### src/sv/bts_pkg.sv
// Shared types, constants and helpers for the bilinear texture sampler.
// No dependencies; used by every other file of the block except bts_ram.
package bts_pkg;

  localparam int ADDR_W     = 16;
  localparam int TEXEL_W    = 24;
  localparam int COORD_W    = 24;
  localparam int FRAC_W     = 16;
  localparam int IDX_W      = 8;
  localparam int WT_W       = 8;
  localparam int SIZE_W     = 9;
  localparam int CHAN_OUT_W = 16;
  localparam int MAX_DIM    = 256;

  localparam int Q_DEPTH  = 4;
  localparam int Q_PTR_W  = 2;
  localparam int OQ_DEPTH = 8;
  localparam int OQ_PTR_W = 3;

  // Configuration register indexes
  localparam logic [1:0] CFG_WIDTH  = 2'd0;
  localparam logic [1:0] CFG_HEIGHT = 2'd1;
  localparam logic [1:0] CFG_LOADED = 2'd2;

  typedef enum logic [1:0] {
    OP_WRITE,
    OP_SAMPLE,
    OP_ZERO
  } op_t;

  // Settings seen by the datapath (sizes already clamped to 1..MAX_DIM)
  typedef struct packed {
    logic              loaded;
    logic [SIZE_W-1:0] width;
    logic [SIZE_W-1:0] height;
  } tex_cfg_t;

  // One classified command between front and back
  typedef struct packed {
    op_t                op;
    logic [ADDR_W-1:0]  addr;
    logic [TEXEL_W-1:0] texel;
    logic [IDX_W-1:0]   x0;
    logic [WT_W-1:0]    wu;
    logic [IDX_W-1:0]   y0;
    logic [WT_W-1:0]    wv;
  } cmd_t;

  typedef struct packed {
    logic [CHAN_OUT_W-1:0] red;
    logic [CHAN_OUT_W-1:0] green;
    logic [CHAN_OUT_W-1:0] blue;
  } rgb_out_t;

  // Repeat wrap of a signed Q8.16 coordinate into [0, 1] (17 bits)
  function automatic logic [FRAC_W:0] wrap_coord(input logic [COORD_W-1:0] b);
    logic [COORD_W-1:0] mag;
    logic [FRAC_W:0]    r;
    mag = '0 - b;
    if (b[COORD_W-1]) begin
      r = (FRAC_W+1)'(1 << FRAC_W) - {1'b0, mag[FRAC_W-1:0]};
    end else if (b <= COORD_W'(1 << FRAC_W)) begin
      r = b[FRAC_W:0];
    end else begin
      r = {1'b0, b[FRAC_W-1:0]};
    end
    return r;
  endfunction

endpackage

### src/sv/bts_queue.sv
// Short command queue between front and back ends.
// Depends on bts_pkg.
module bts_queue import bts_pkg::*; (
  input  logic clk,
  input  logic rst_n,
  input  logic push,
  input  cmd_t push_cmd,
  output logic full,
  input  logic pop,
  output cmd_t head,
  output logic empty
);

  cmd_t               mem_r [Q_DEPTH];
  logic [Q_PTR_W-1:0] wr_r, rd_r;
  logic [Q_PTR_W:0]   cnt_r;
  logic               do_push, do_pop;

  assign full    = (cnt_r == (Q_PTR_W+1)'(Q_DEPTH));
  assign empty   = (cnt_r == '0);
  assign do_push = push && !full;
  assign do_pop  = pop && !empty;
  assign head    = mem_r[rd_r];

  always_ff @(posedge clk) begin
    if (!rst_n) begin
      wr_r  <= '0;
      rd_r  <= '0;
      cnt_r <= '0;
    end else begin
      if (do_push) wr_r <= wr_r + 1'b1;
      if (do_pop)  rd_r <= rd_r + 1'b1;
      cnt_r <= cnt_r + (Q_PTR_W+1)'(do_push) - (Q_PTR_W+1)'(do_pop);
    end
    if (do_push) begin
      mem_r[wr_r] <= push_cmd;
    end
  end

endmodule

### config.mk
export PLATFORM = sky130hd
export DESIGN_NAME = bts_queue
export DESIGN_NICKNAME = d
export VERILOG_FILES = /design/src/sv/bts_pkg.sv /design/src/sv/bts_queue.sv
export SDC_FILE = /design/constraint.sdc
export NUM_CORES = 1
export LEC_CHECK = 0
export ABC_CLOCK_PERIOD_IN_PS = 3000
export BUFFER_PORTS_ARGS = -buffer_cell sky130_fd_sc_hd__buf_4
export CAP_MARGIN = 40
export CORE_ASPECT_RATIO = 0.75
export CORE_MARGIN = 2
export CORE_UTILIZATION = 47
export CTS_BUF_LIST = sky130_fd_sc_hd__clkbuf_16
export DETAILED_ROUTE_END_ITERATION = 12
export PLACE_DENSITY = 0.7
export SLEW_MARGIN = 20
export SYNTH_ARGS = -nofsm -noshare
export SYNTH_HDL_FRONTEND = slang
export SYNTH_SLANG_ARGS = --single-unit
export TNS_END_PERCENT = 50
### constraint.sdc
create_clock -name clk -period 3 [get_ports clk]
set_input_delay 0.3 -clock clk [delete_from_list [all_inputs] [get_ports clk]]
set_output_delay 0.3 -clock clk [all_outputs]
set_load 0.05 [all_outputs]
Word-level counts from Yosys, hierarchy flattened
Memory sizes are Yosys's and may differ from the RTL's. A register that Yosys moved wholly into a read port is not among the register bits. Index checks and enable logic that the tools add are counted.

Bits in registers: 7. Bits in latches: 0. Memory bits (writable): 296. Bits in read-only memories: 0. Input bits: 78. Output and inout bits: 76. Word-level logic and storage cells: 18. Memories: 1.

Memories: mem_r (words 4, bits a word 74, rd ports 1, clocked after memory_dff 1, write ports 1, line bts_queue.sv:14) `cmd_t mem_r [Q_DEPTH];`.

Add/subtract/negate cells: 4. Multiply operators: 0. Div/mod/pow operators: 0. Magnitude comparators: 0. Eq/ne operators: 1. Shift operators: 0. Multiplexer cells: 4. Bitwise logic cells: 0. Reductions and logical operators: 5.

Operators by type and width (number): adder 2 x 1 -> 2 bit (second input constant) (2); two-way mux 2 bit (2); adder 3 x 1 -> 3 bit (1); equality test 3 bit (second input constant) (1); logical NOT 3 bit (1); subtractor 3 x 1 -> 3 bit (1); logical AND 1 bit (2); logical NOT 1 bit (2); two-way mux 1 bit (2).

Depth between registers and ports, before layout
Word-level depth: 5. Depth in mapped cells: 11. Depth with buffers taken out: 10.

Worst setup path after synthesis
No wires, ideal clock.

Path kind: flip-flop to flip-flop. Start: register cnt_r[2]. End: memory mem_r[2][0] (netlist name), enable pin. Setup time: 0.440 ns. Arrival: 2.703 ns. Data required time: 2.560 ns. Path slack: -0.144 ns. Cell stages (with the launch flop): 5. Path buffers: 1. Period minus slack after synthesis: 3.144 ns. Cells stage by stage: dfxtp_1 > nor3b_2 > nor2b_1 > clkbuf_1 > and2_1.

Cells in the longest elaborated chain, start to end: 5.

Ends and longest elaborated chain: from (decl) (line bts_queue.sv:16) `logic [Q_PTR_W:0] cnt_r;`; from (signal assigned) (line bts_queue.sv:33) `cnt_r <= cnt_r + (Q_PTR_W+1)'(do_push) - (Q_PTR_W+1)'(do_pop);`; equality test 3 bit (line bts_queue.sv:19) `assign full = (cnt_r == (Q_PTR_W+1)'(Q_DEPTH));`; via full (line bts_queue.sv:8) `output logic full,`; logical NOT 1 bit (line bts_queue.sv:21) `assign do_push = push && !full;`; logical AND 1 bit (line bts_queue.sv:21); two-way mux 1 bit (line bts_queue.sv:35) `if (do_push) begin`; two-way mux 1 bit (implied by the code) (line bts_queue.sv:36) `mem_r[wr_r] <= push_cmd;`; to (decl) (line bts_queue.sv:14).

The timed path passes the listed nets, and every way through them passes these cells.

==> flow_summary.yaml <==
clocking:
  clkTransAtPathRegs_ps: 60
  root_buffer: "clkbuf_16"
  clkLatencyLatePin_ps: 530
  numCtsBuffers: 28
  cts_resized: 0
  cts_sinks: 305
  clk_path_buf_depth: 3
  h-tree-depth: 1
  cts_tree: "done"
sta:
  setup_ws_ps: 405
  hold_viol_final: 0
  tightestPinTransition_ps: 540
  setup_violations: 0
  fin_crit_sh_pct: 86.5
  post-route-min-period_ps: 2590
  maxSlewHeadroom_pct: 64.0
  clock_skew_ps: 10.2
  slew_viol_final: 0
  fmax_ghz: 0.385
  rsz0062_at_grt: "false"
  holdWs_ps: 67.2
finish:
  nets: 775
  final_cell_area_mm2: 0.0144
  n_fill_cell: 1596
  drive_gt1_share_pct: 39.9
  syn_to_final_growth_pct: 29.0
yosys:
  synth_nets: 522
  ys_ff_latch: 305
  synth_area_mm2: 0.0112
  ys.warnings.count: 0
  ys_types: 21
  ys_seq_area_share_pct: 81.2
  synth_area_per_cell_um2: 25.6
  synth_cells: 437
setup_path:
  worst_ep_arrival_time_ps: 2290
  cp_cell_sequence: "buf_4 -> mux4_2 -> buf_4"
  cp_slowest_cell: "dfxtp_4"
  critPathMostFrequentCell: "buf_4"
  endpoint_kind: "output pin"
  path_max_fanout: 21
  crit_path_start_kind: "flip-flop"
  crit_required_ps: 2700
  crit_type: "reg -> out"
  max_stage_delay_ps: 640
routing:
  vias: 5349
  wl_per_cell_um: 20.3
  firstDrtPassIters: 4
  postRouteAntennaNets: 0
  drc_errors: 0
  via_per_inst: 5.29
  routed_wl_mm: 20.5
  drtIter0Drc: 380
global_routing:
  grt-ovfl-total: 0
  grt_util_all_layers_pct: 16.6
  antenna_found_initial: 1
  grt_max_degree: 35
  grt_pass1_vias: 5763
  grt_pass1_wl_mm: 31.7
floorplan:
  die_w_um: 182
  row_count: 48
  ios: 154
  dieArea_mm2: 0.0250
  start_util_pct: 48.2
  coreArea_mm2: 0.0232
  die_y_um: 137
status:
  status: "finished clean"
place:
  dpl.hpwl_mm: 12.7
  dpl_worst_slack_ps: 716
  gp_congestion: 0.729
  place_area_mm2: 0.0128
  portBuffers: 153
run:
  cap_violations: 0
pwr:
  peakVddDrop_mv: 0.513
  p_per_area_mw_per_mm2: 882
  p_total_w: 0.0127
  p_leak_nw: 4.93
min_path:
  holdCritPathClass: "in -> reg"
## cell usage after synthesis (all sizes together)
master | instances | area share (%)
a21boi | 1 | 0.067
fa | 1 | 0.18
nor3 | 1 | 0.090
and2 | 7 | 0.39
o21ai | 3 | 0.13
nor2b | 2 | 0.11
or3 | 1 | 0.056
inv | 6 | 0.20
nor3b | 1 | 0.11
clkbuf | 2 | 0.067
dfxtp | 9 | 1.6
xnor2 | 2 | 0.16
buf | 16 | 1.1
edfxtp | 296 | 80
or4bb | 1 | 0.10
ha | 6 | 0.67
mux2i | 2 | 0.18
nand2 | 6 | 0.20
mux4 | 74 | 15
## flip-flops by register name, indices dropped and copies added, names as in the netlist, named ones only
name,cells
cnt_r,3
wr_r,2
rd_r,2
mem_r,296
## timing repair
| item | in CTS | in global routing |
|---|---|---|
| setup buffers | 0 | 0 |
| endpoints found under the hold margin | 296 | 0 |
| hold buffers | 74 | 0 |
## cells by family (layout without fill, tap and decap cells)
family          after synthesis  in the layout  share of synthesized area, %
compound gates                4              4                         0.202
xor+xnor                      2              2                         0.157
fa+ha+maj                     7              7                         0.852
buf+inv                      24            298                          1.40
flops                       305            305                          81.2
mux                          76             76                          15.1
other cells                   0              1                             0
simple gates                 19             19                          1.06
## worst max-delay path, delay by kind of cell (launching register included)
kind                   cells  cell delay (ps)
muxes                      1              570
DFF                        1              640
buffers and inverters      2              550
## where the power goes
group | internal (W) | switching, W | total [W] | leakage, nW
logic | 0.00146 | 0.00247 | 0.00393 | 1.67
clock network | 0.00199 | 0.00143 | 0.00342 | 0.470
registers | 0.00517 | 0.000195 | 0.00536 | 2.79
total | 0.00861 | 0.00409 | 0.0127 | 4.93
## cell usage in the layout (no fill, tap or decap)
cell type | netlist | layout
a21boi_0 | 1 | 1
and2_1 | 7 | 3
and2_4 | 0 | 4
buf_12 | 0 | 7
buf_4 | 1 | 160
bufinv_16 | 0 | 3
clkbuf_16 | 0 | 29
clkinv_1 | 0 | 6
clkinv_2 | 0 | 2
clkinvlp_4 | 0 | 1
dfxtp_1 | 9 | 7
dfxtp_4 | 0 | 2
diode_2 | 0 | 1
dlygate4sd3_1 | 0 | 74
edfxtp_1 | 296 | 296
fa_1 | 1 | 1
ha_1 | 6 | 6
inv_1 | 6 | 16
mux2i_1 | 2 | 2
mux4_2 | 74 | 74
nand2_1 | 6 | 6
nor2b_1 | 2 | 2
nor3_2 | 1 | 1
nor3b_2 | 1 | 1
o21ai_0 | 3 | 3
or3_1 | 1 | 1
or4bb_1 | 1 | 1
xnor2_1 | 2 | 2
## metrics by stage
step,TNS [ps],util [%],instances
2_1_floorplan,-21220,-,437
5_1_grt,0,62.1,1012
4_1_cts,0,62.1,1011
3_3_place_gp,0,55.1,886
3_5_place_dp,0,55.1,886
6_report,0,62.1,1012
## layer usage
metal | wire [um] | up-vias | global-route usage, %
met1 | 8900 | 2760 | 22.9
li1 | - | 2369 | -
met5 | 0 | - | 0
met3 | 1570 | 34 | 4.39
met2 | 9720 | 186 | 27.3
met4 | 357 | 0 | 3.67
## cell type report
type                    count  area [um2]  area share [%]
diodes                      1        2.50          0.0174
flip-flops and latches    305        9080            63.0
multi-input cells         108        1950            13.5
repair buffers            241        2080            14.5
inverters                   6        22.5           0.156
clock buffers              29         726            5.04
clock inverters            22         168            1.16
well taps                 300         375            2.61
## path summary, 6_finish.rpt
check | slack, ps | from | depth (start not counted) | endpoint
max | 410 | flip-flop | 3 | head[68]
min | 70 | rst_n | 2 | cnt_r[1]$_SDFF_PN0_
max reg2reg | 740 | cnt_r[2]$_SDFF_PN0_ | 11 | cnt_r[2]$_SDFF_PN0_
min reg2reg | 510 | rd_r[0]$_SDFFE_PN0P_ | 2 | rd_r[0]$_SDFFE_PN0P_
Power figures use the tool's default switching activity.
