## src/sv/bts_pkg.sv

```systemverilog
// Shared types, constants and helpers for the bilinear texture sampler.
// No dependencies; used by every other file of the block except bts_ram.
package bts_pkg;

  localparam int ADDR_W     = 16;
  localparam int TEXEL_W    = 24;
  localparam int COORD_W    = 24;
  localparam int FRAC_W     = 16;
  localparam int IDX_W      = 8;
  localparam int WT_W       = 8;
  localparam int SIZE_W     = 9;
  localparam int CHAN_OUT_W = 16;
  localparam int MAX_DIM    = 256;

  localparam int Q_DEPTH  = 4;
  localparam int Q_PTR_W  = 2;
  localparam int OQ_DEPTH = 8;
  localparam int OQ_PTR_W = 3;

  // Configuration register indexes
  localparam logic [1:0] CFG_WIDTH  = 2'd0;
  localparam logic [1:0] CFG_HEIGHT = 2'd1;
  localparam logic [1:0] CFG_LOADED = 2'd2;

  typedef enum logic [1:0] {
    OP_WRITE,
    OP_SAMPLE,
    OP_ZERO
  } op_t;

  // Settings seen by the datapath (sizes already clamped to 1..MAX_DIM)
  typedef struct packed {
    logic              loaded;
    logic [SIZE_W-1:0] width;
    logic [SIZE_W-1:0] height;
  } tex_cfg_t;

  // One classified command between front and back
  typedef struct packed {
    op_t                op;
    logic [ADDR_W-1:0]  addr;
    logic [TEXEL_W-1:0] texel;
    logic [IDX_W-1:0]   x0;
    logic [WT_W-1:0]    wu;
    logic [IDX_W-1:0]   y0;
    logic [WT_W-1:0]    wv;
  } cmd_t;

  typedef struct packed {
    logic [CHAN_OUT_W-1:0] red;
    logic [CHAN_OUT_W-1:0] green;
    logic [CHAN_OUT_W-1:0] blue;
  } rgb_out_t;

  // Repeat wrap of a signed Q8.16 coordinate into [0, 1] (17 bits)
  function automatic logic [FRAC_W:0] wrap_coord(input logic [COORD_W-1:0] b);
    logic [COORD_W-1:0] mag;
    logic [FRAC_W:0]    r;
    mag = '0 - b;
    if (b[COORD_W-1]) begin
      r = (FRAC_W+1)'(1 << FRAC_W) - {1'b0, mag[FRAC_W-1:0]};
    end else if (b <= COORD_W'(1 << FRAC_W)) begin
      r = b[FRAC_W:0];
    end else begin
      r = {1'b0, b[FRAC_W-1:0]};
    end
    return r;
  endfunction

endpackage

```

## src/sv/bts_front.sv

```systemverilog
// Front end: takes input beats, wraps and scales coordinates, classifies.
// Depends on bts_pkg.
module bts_front import bts_pkg::*; (
  input  logic               clk,
  input  logic               rst_n,
  input  tex_cfg_t           cfg,
  input  logic               in_push,
  output logic               in_full,
  input  logic               in_func,
  input  logic [ADDR_W-1:0]  in_texel_addr,
  input  logic [7:0]         in_red_in,
  input  logic [7:0]         in_green_in,
  input  logic [7:0]         in_blue_in,
  input  logic [COORD_W-1:0] in_coord_u,
  input  logic [COORD_W-1:0] in_coord_v,
  output logic               q_push,
  output cmd_t               q_cmd,
  input  logic               q_full
);

  logic            f_v_r;
  cmd_t            f_cmd_r;
  cmd_t            cmd_nxt;
  logic            accept;
  logic            advance;
  logic [FRAC_W:0] cu, cv;
  logic [IDX_W-1:0] wm1, hm1;
  logic [FRAC_W+IDX_W:0] tu, tv;

  assign in_full = f_v_r && q_full;
  assign accept  = in_push && !in_full;
  assign advance = !f_v_r || !q_full;
  assign q_push  = f_v_r && !q_full;
  assign q_cmd   = f_cmd_r;

  // Wrap and scale by size - 1
  assign cu  = wrap_coord(in_coord_u);
  assign cv  = wrap_coord(in_coord_v);
  assign wm1 = IDX_W'(cfg.width - SIZE_W'(1));
  assign hm1 = IDX_W'(cfg.height - SIZE_W'(1));
  assign tu  = (FRAC_W+IDX_W+1)'(cu) * (FRAC_W+IDX_W+1)'(wm1);
  assign tv  = (FRAC_W+IDX_W+1)'(cv) * (FRAC_W+IDX_W+1)'(hm1);

  // Classify the beat
  always_comb begin
    cmd_nxt.addr  = in_texel_addr;
    cmd_nxt.texel = {in_red_in, in_green_in, in_blue_in};
    cmd_nxt.x0    = tu[FRAC_W+IDX_W-1:FRAC_W];
    cmd_nxt.wu    = tu[FRAC_W-1:FRAC_W-WT_W];
    cmd_nxt.y0    = tv[FRAC_W+IDX_W-1:FRAC_W];
    cmd_nxt.wv    = tv[FRAC_W-1:FRAC_W-WT_W];
    if (!in_func) begin
      cmd_nxt.op = OP_WRITE;
    end else if (cfg.loaded) begin
      cmd_nxt.op = OP_SAMPLE;
    end else begin
      cmd_nxt.op = OP_ZERO;
    end
  end

  always_ff @(posedge clk) begin
    if (!rst_n) begin
      f_v_r <= 1'b0;
    end else if (advance) begin
      f_v_r <= accept;
    end
    if (advance && accept) begin
      f_cmd_r <= cmd_nxt;
    end
  end

endmodule

```

## config.mk

```make
export PLATFORM = sky130hd
export DESIGN_NAME = bts_front
export DESIGN_NICKNAME = d
export VERILOG_FILES = /design/src/sv/bts_pkg.sv /design/src/sv/bts_front.sv
export SDC_FILE = /design/constraint.sdc
export NUM_CORES = 1
export LEC_CHECK = 0
export BUFFER_PORTS_ARGS = -buffer_cell sky130_fd_sc_hd__buf_2
export CAP_MARGIN = 25
export CORE_MARGIN = 10
export CORE_UTILIZATION = 36
export DETAILED_ROUTE_END_ITERATION = 8
export SLEW_MARGIN = 15
export SYNTH_ARGS = -nofsm -noshare
export SYNTH_HDL_FRONTEND = slang
export SYNTH_SLANG_ARGS = --single-unit
```

## constraint.sdc

```tcl
create_clock -name clk -period 9.85 [get_ports clk]
set_input_delay 0.985 -clock clk [delete_from_list [all_inputs] [get_ports clk]]
set_output_delay 0.985 -clock clk [all_outputs]
set_load 0.01 [all_outputs]
```

# Yosys cells after proc, flatten, opt, wreduce, memory -nomap -nowiden
# Cells that the tools add are included.
[word_totals] word_cells=31 inputBits=112 regBits=75
[classes] n_mul=2 reduce_logical=8 mux=5 n_addsub=6 order_cmp=2
[op_table] operator="2-to-1 mux 17 bit" n=4
[op_table] operator="<= comparator 24 x 17 -> 1 bit, second input constant" n=2
[op_table] operator="multiplier 17 x 8 -> 24 bit" n=2
[op_table] operator="subtractor 17 x 16 -> 17 bit, first input constant" n=2
[op_table] operator="subtractor 1 x 16 -> 16 bit, first input constant" n=2
[op_table] operator="subtractor 8 x 1 -> 8 bit, second input constant" n=2
[op_table] operator="logical AND 1 bit" n=4
[op_table] operator="logical NOT 1 bit" n=3
[op_table] operator="2-to-1 mux 2 bit" n=1
[op_table] operator="logical OR 1 bit" n=1

# Depth between registers and ports, before layout
[depth] depth_word=4 depth_mapped=28 ltp_nobuf=27

# Worst setup path after synthesis
# Ideal clock, no wire load.
[synth_timing] path_kind="input -> register" from="input port in_coord_v[0]" to="register f_cmd_r, in the netlist q_cmd[15] (data pin)" cell_stages=27 arrival_time_ns=7.415 setup_slack_ns=2.175 setup_time_ns=0.260 required_ns=9.590 path_buffers=2 path_cell_list="buf_4 > inv_1 > ha_1 > or3b_1 > buf_2 > nor4_4 > nand2_1 > a2111o_1 > xnor2_1 > nand2_1 > xnor2_1 > nor2_1 > fa_1 > fa_1 > fa_1 > inv_1 > fa_1 > inv_1 > ha_1 > a21o_1 > a21o_1 > a2111oi_0 > o21bai_1 > a21oi_1 > nand3_1 > a31oi_1 > xnor2_1"
[synth_lines] element="from (decl)" line="bts_front.sv:15" rtl="input logic [COORD_W-1:0] in_coord_v,"
[synth_lines] element="to (signal assigned)" line="bts_front.sv:68" rtl="f_cmd_r <= cmd_nxt;"
[synth_lines] element="to (decl)" line="bts_front.sv:22" rtl="cmd_t f_cmd_r;"

==> run summary <==
Outcome = completed
Worst rel slew slack = 0.2880
Worst Hold Path Cells = 2
Kind of critical path = in2reg
CP max FO = 11
Min-delay src = f_v_r$_SDFFE_PN0N_
HP Class = reg2reg
Dominant synthesized flop cell = edfxtp_1
Detail Placement HPWL = 23390 µm
Worst Path Arrival = 8.42 ns
Total GRT Usage = 0.1444
Hold slack = 0.6543 ns
Vias in the first global route = 9925
Wire length per cell = 15.36 µm
Worst skew pair latency = 0.33 ns
Routed via count = 9200
Initial Utilization = 0.3679
Top post-synthesis cells by count = 262 x nor2_1, 203 x inv_1, 176 x fa_1, 85 x ha_1, 74 x edfxtp_1
Setup TNS = 0 ns
Fillers = 3171
Final Hold Viols = 0
Worst r2r dst = q_cmd[12]$_DFFE_PP_
ANT nets after route = 0
Syn nets = 1631
Area leader, netlist = fa_1
GPL Wtd Cong = 0.8809
Mapped cell area = 11700 µm²
F_max = 120.2 MHz
# DRC = 0
Storage element area = 2242 µm²
Final WL = 28580 µm
CP Capture Type = flip-flop
Crit start category = input port
Max VDD drop = 135.4 µV
Ports = 188
Post-Syn Instances = 1258
Clock skew = 0.01235 ns
Syn. warnings = 0
Endpoint, Worst Hold = f_v_r$_SDFFE_PN0N_
Most frequent cell after synthesis = nor2_1
Post-CTS repair timing setup buffer count = 0
Die ar. = 40110 µm²
Multi-input gate area = 8602 µm²
Fin worst setup slack = 1.527 ns
Clk pin slew, worst setup/hold paths = 0.07 ns
Largest cells by area after synthesis = fa_1 30%, edfxtp_1 19%, ha_1 9.1%
Core ar. = 31800 µm²
Yosys cell types = 81
Minimum clock period = 8.323 ns
Post-synth EDFFs = 74
Initial antenna violation count = 0
Area share of the largest cell type after synthesis = 0.3011
Worst R2R Setup Slack = 8.31 ns
Clk root buf = clkbuf_16
Core Util, Final = 0.4223
CTS Hold Buffers Added = 0
Area grow syn2layout = 14.77%
First-pass DRT Iterations = 5
Via/cell ratio = 4.944
Largest net degree at the start of global routing = 75
CTS max path bufs = 2
Die height = 200.3 µm
Leakage = 6.263 nW
FP Rows = 65
Asr flop ratio synth = 0
MaxCap Viol Count = 0
RSZ-0062 raised after global routing = no
Slew @ Worst Pin = 1.041 ns
Number of clock sinks = 75
First-pass GRT wire length = 48840 µm
Seq cells post-synth = 75
CTS buffer count = 9
Die Span X = 200.3 µm
Resized Gates After CTS = 0
FF-to-FF path depth = 4
Ant diodes = 0
Fin. max-slew vios = 0
Port Buffers = 185
CTS tree = yes
Fin nets = 1794
Sequential share of the synthesized area = 0.1916
Power per cell area = 233.5 nW/µm²
Worst EP required = 9.94 ns
Avg Synthesized Cell Area = 9.300 µm²
Starting DRC count in detailed routing = 436
FF-to-FF Start = f_v_r$_SDFFE_PN0N_
Final worst-path cycle share = 0.8450
Fraction of layout cells with a size suffix above 1 = 0.1964
GRT overflow = 0
# setup viols final = 0
H-tree lvl count = 3
Pre-CTS setup slack = 1.177 ns
how the worst max path moves through the flow:
stage                  startpoint                  end  slack (ns)  cells past startpoint
finish              in_coord_v[0]  q_cmd[15]$_DFFE_PP_        1.53                     26
global route        in_coord_v[0]  q_cmd[15]$_DFFE_PP_        1.05                     26
CTS                 in_coord_v[0]  q_cmd[15]$_DFFE_PP_        1.55                     26
detailed placement  in_coord_v[0]  q_cmd[15]$_DFFE_PP_        1.18                     26
global placement    in_coord_v[0]  q_cmd[15]$_DFFE_PP_        1.32                     26
floorplan           in_coord_v[0]  q_cmd[15]$_DFFE_PP_        2.18                     27
placed cells by master, fill, tap and decap left out, drive strengths merged, types with 11 or more instances in the layout:
| cell type | Yosys | routed |
|---|---|---|
| buf | 7 | 191 |
| nor4 | 13 | 13 |
| nor2b | 12 | 12 |
| nand3 | 11 | 11 |
| or2 | 45 | 45 |
| nor3 | 18 | 18 |
| a21oi | 30 | 30 |
| nand2 | 37 | 37 |
| xor2 | 30 | 30 |
| edfxtp | 74 | 74 |
| xnor2 | 52 | 52 |
| a21o | 15 | 15 |
| o21ai | 23 | 23 |
| inv | 203 | 207 |
| ha | 85 | 85 |
| fa | 176 | 176 |
| nor2 | 263 | 263 |
sequential cells by signal, summed over array words and instances (netlist names):
name and flops:
q_cmd 74, f_v_r 1
power breakdown:
group / total, mW / switching, mW / internal (mW) / leakage (nW)
Combinational: 2.25 / 1.28 / 0.972 / 5.40
Sequential: 0.571 / 0.0239 / 0.547 / 0.726
Clock: 0.318 / 0.143 / 0.175 / 0.135
Total: 3.14 / 1.44 / 1.69 / 6.26
routing by layer:
| metal | up-vias | global-route usage | wire length, µm |
|---|---|---|---|
| li1 | 4373 | - | - |
| met2 | 179 | 0.2632 | 14750 |
| met3 | 22 | 0.01902 | 930 |
| met5 | - | 0 | 0 |
| met1 | 4626 | 0.1760 | 12510 |
| met4 | 0 | 0.03327 | 390 |
final cells by class:
| cell class | instances | share of cell area |
|---|---|---|
| Multi-Input combinational cell | 940 | 0.6406 |
| Sequential cell | 75 | 0.1670 |
| Timing Repair Buffer | 191 | 0.07380 |
| Inverter | 204 | 0.05703 |
| Tap cell | 435 | 0.04053 |
| Clock buffer | 9 | 0.01677 |
| Clock inverter | 7 | 0.004286 |
per-stage QoR:
| step | std cells | cell area (µm²) | power (mW) |
|---|---|---|---|
| final | 1861 | 13430 | 3.136 |
| after detailed placement | 1844 | 13120 | 2.833 |
| after global routing | 1861 | 13430 | 3.533 |
| after global placement | 1844 | 13120 | 2.790 |
| after floorplan | 1258 | 11700 | 2.294 |
| after CTS | 1860 | 13400 | 3.179 |
cells by family (layout without fill, tap and decap cells):
kind of cell,Yosys count,after routing,share of synthesized area
DFF,75,75,0.1916
xor gates and xnor gates,82,82,0.06395
and+or+nand+nor,459,459,0.1860
adders and majority gates,261,261,0.3920
AOI/OAI and AO/OA,128,128,0.07753
buffers and inverters,243,411,0.07956
muxes,10,10,0.009303
critical path: stages:
cell and delay, ns:
buf_2 0.17, inv_1 0.22, ha_1 0.34, or3b_1 0.54, nor4_4 0.36, nand2_1 0.12
a2111o_1 0.46, xnor2_1 0.16, nand2_1 0.08, xnor2_1 0.67, nor2_1 0.14, fa_1 0.53
fa_1 0.45, fa_1 0.55, inv_1 0.06, fa_1 0.52, inv_1 0.04, ha_1 0.36
a21o_1 0.21, a21o_1 0.17, a2111oi_0 0.37, o21bai_1 0.16, a21oi_1 0.17, nand3_1 0.21
a31oi_1 0.27, xnor2_1 0.08
Note: power is estimated with default switching activity, not from simulation.
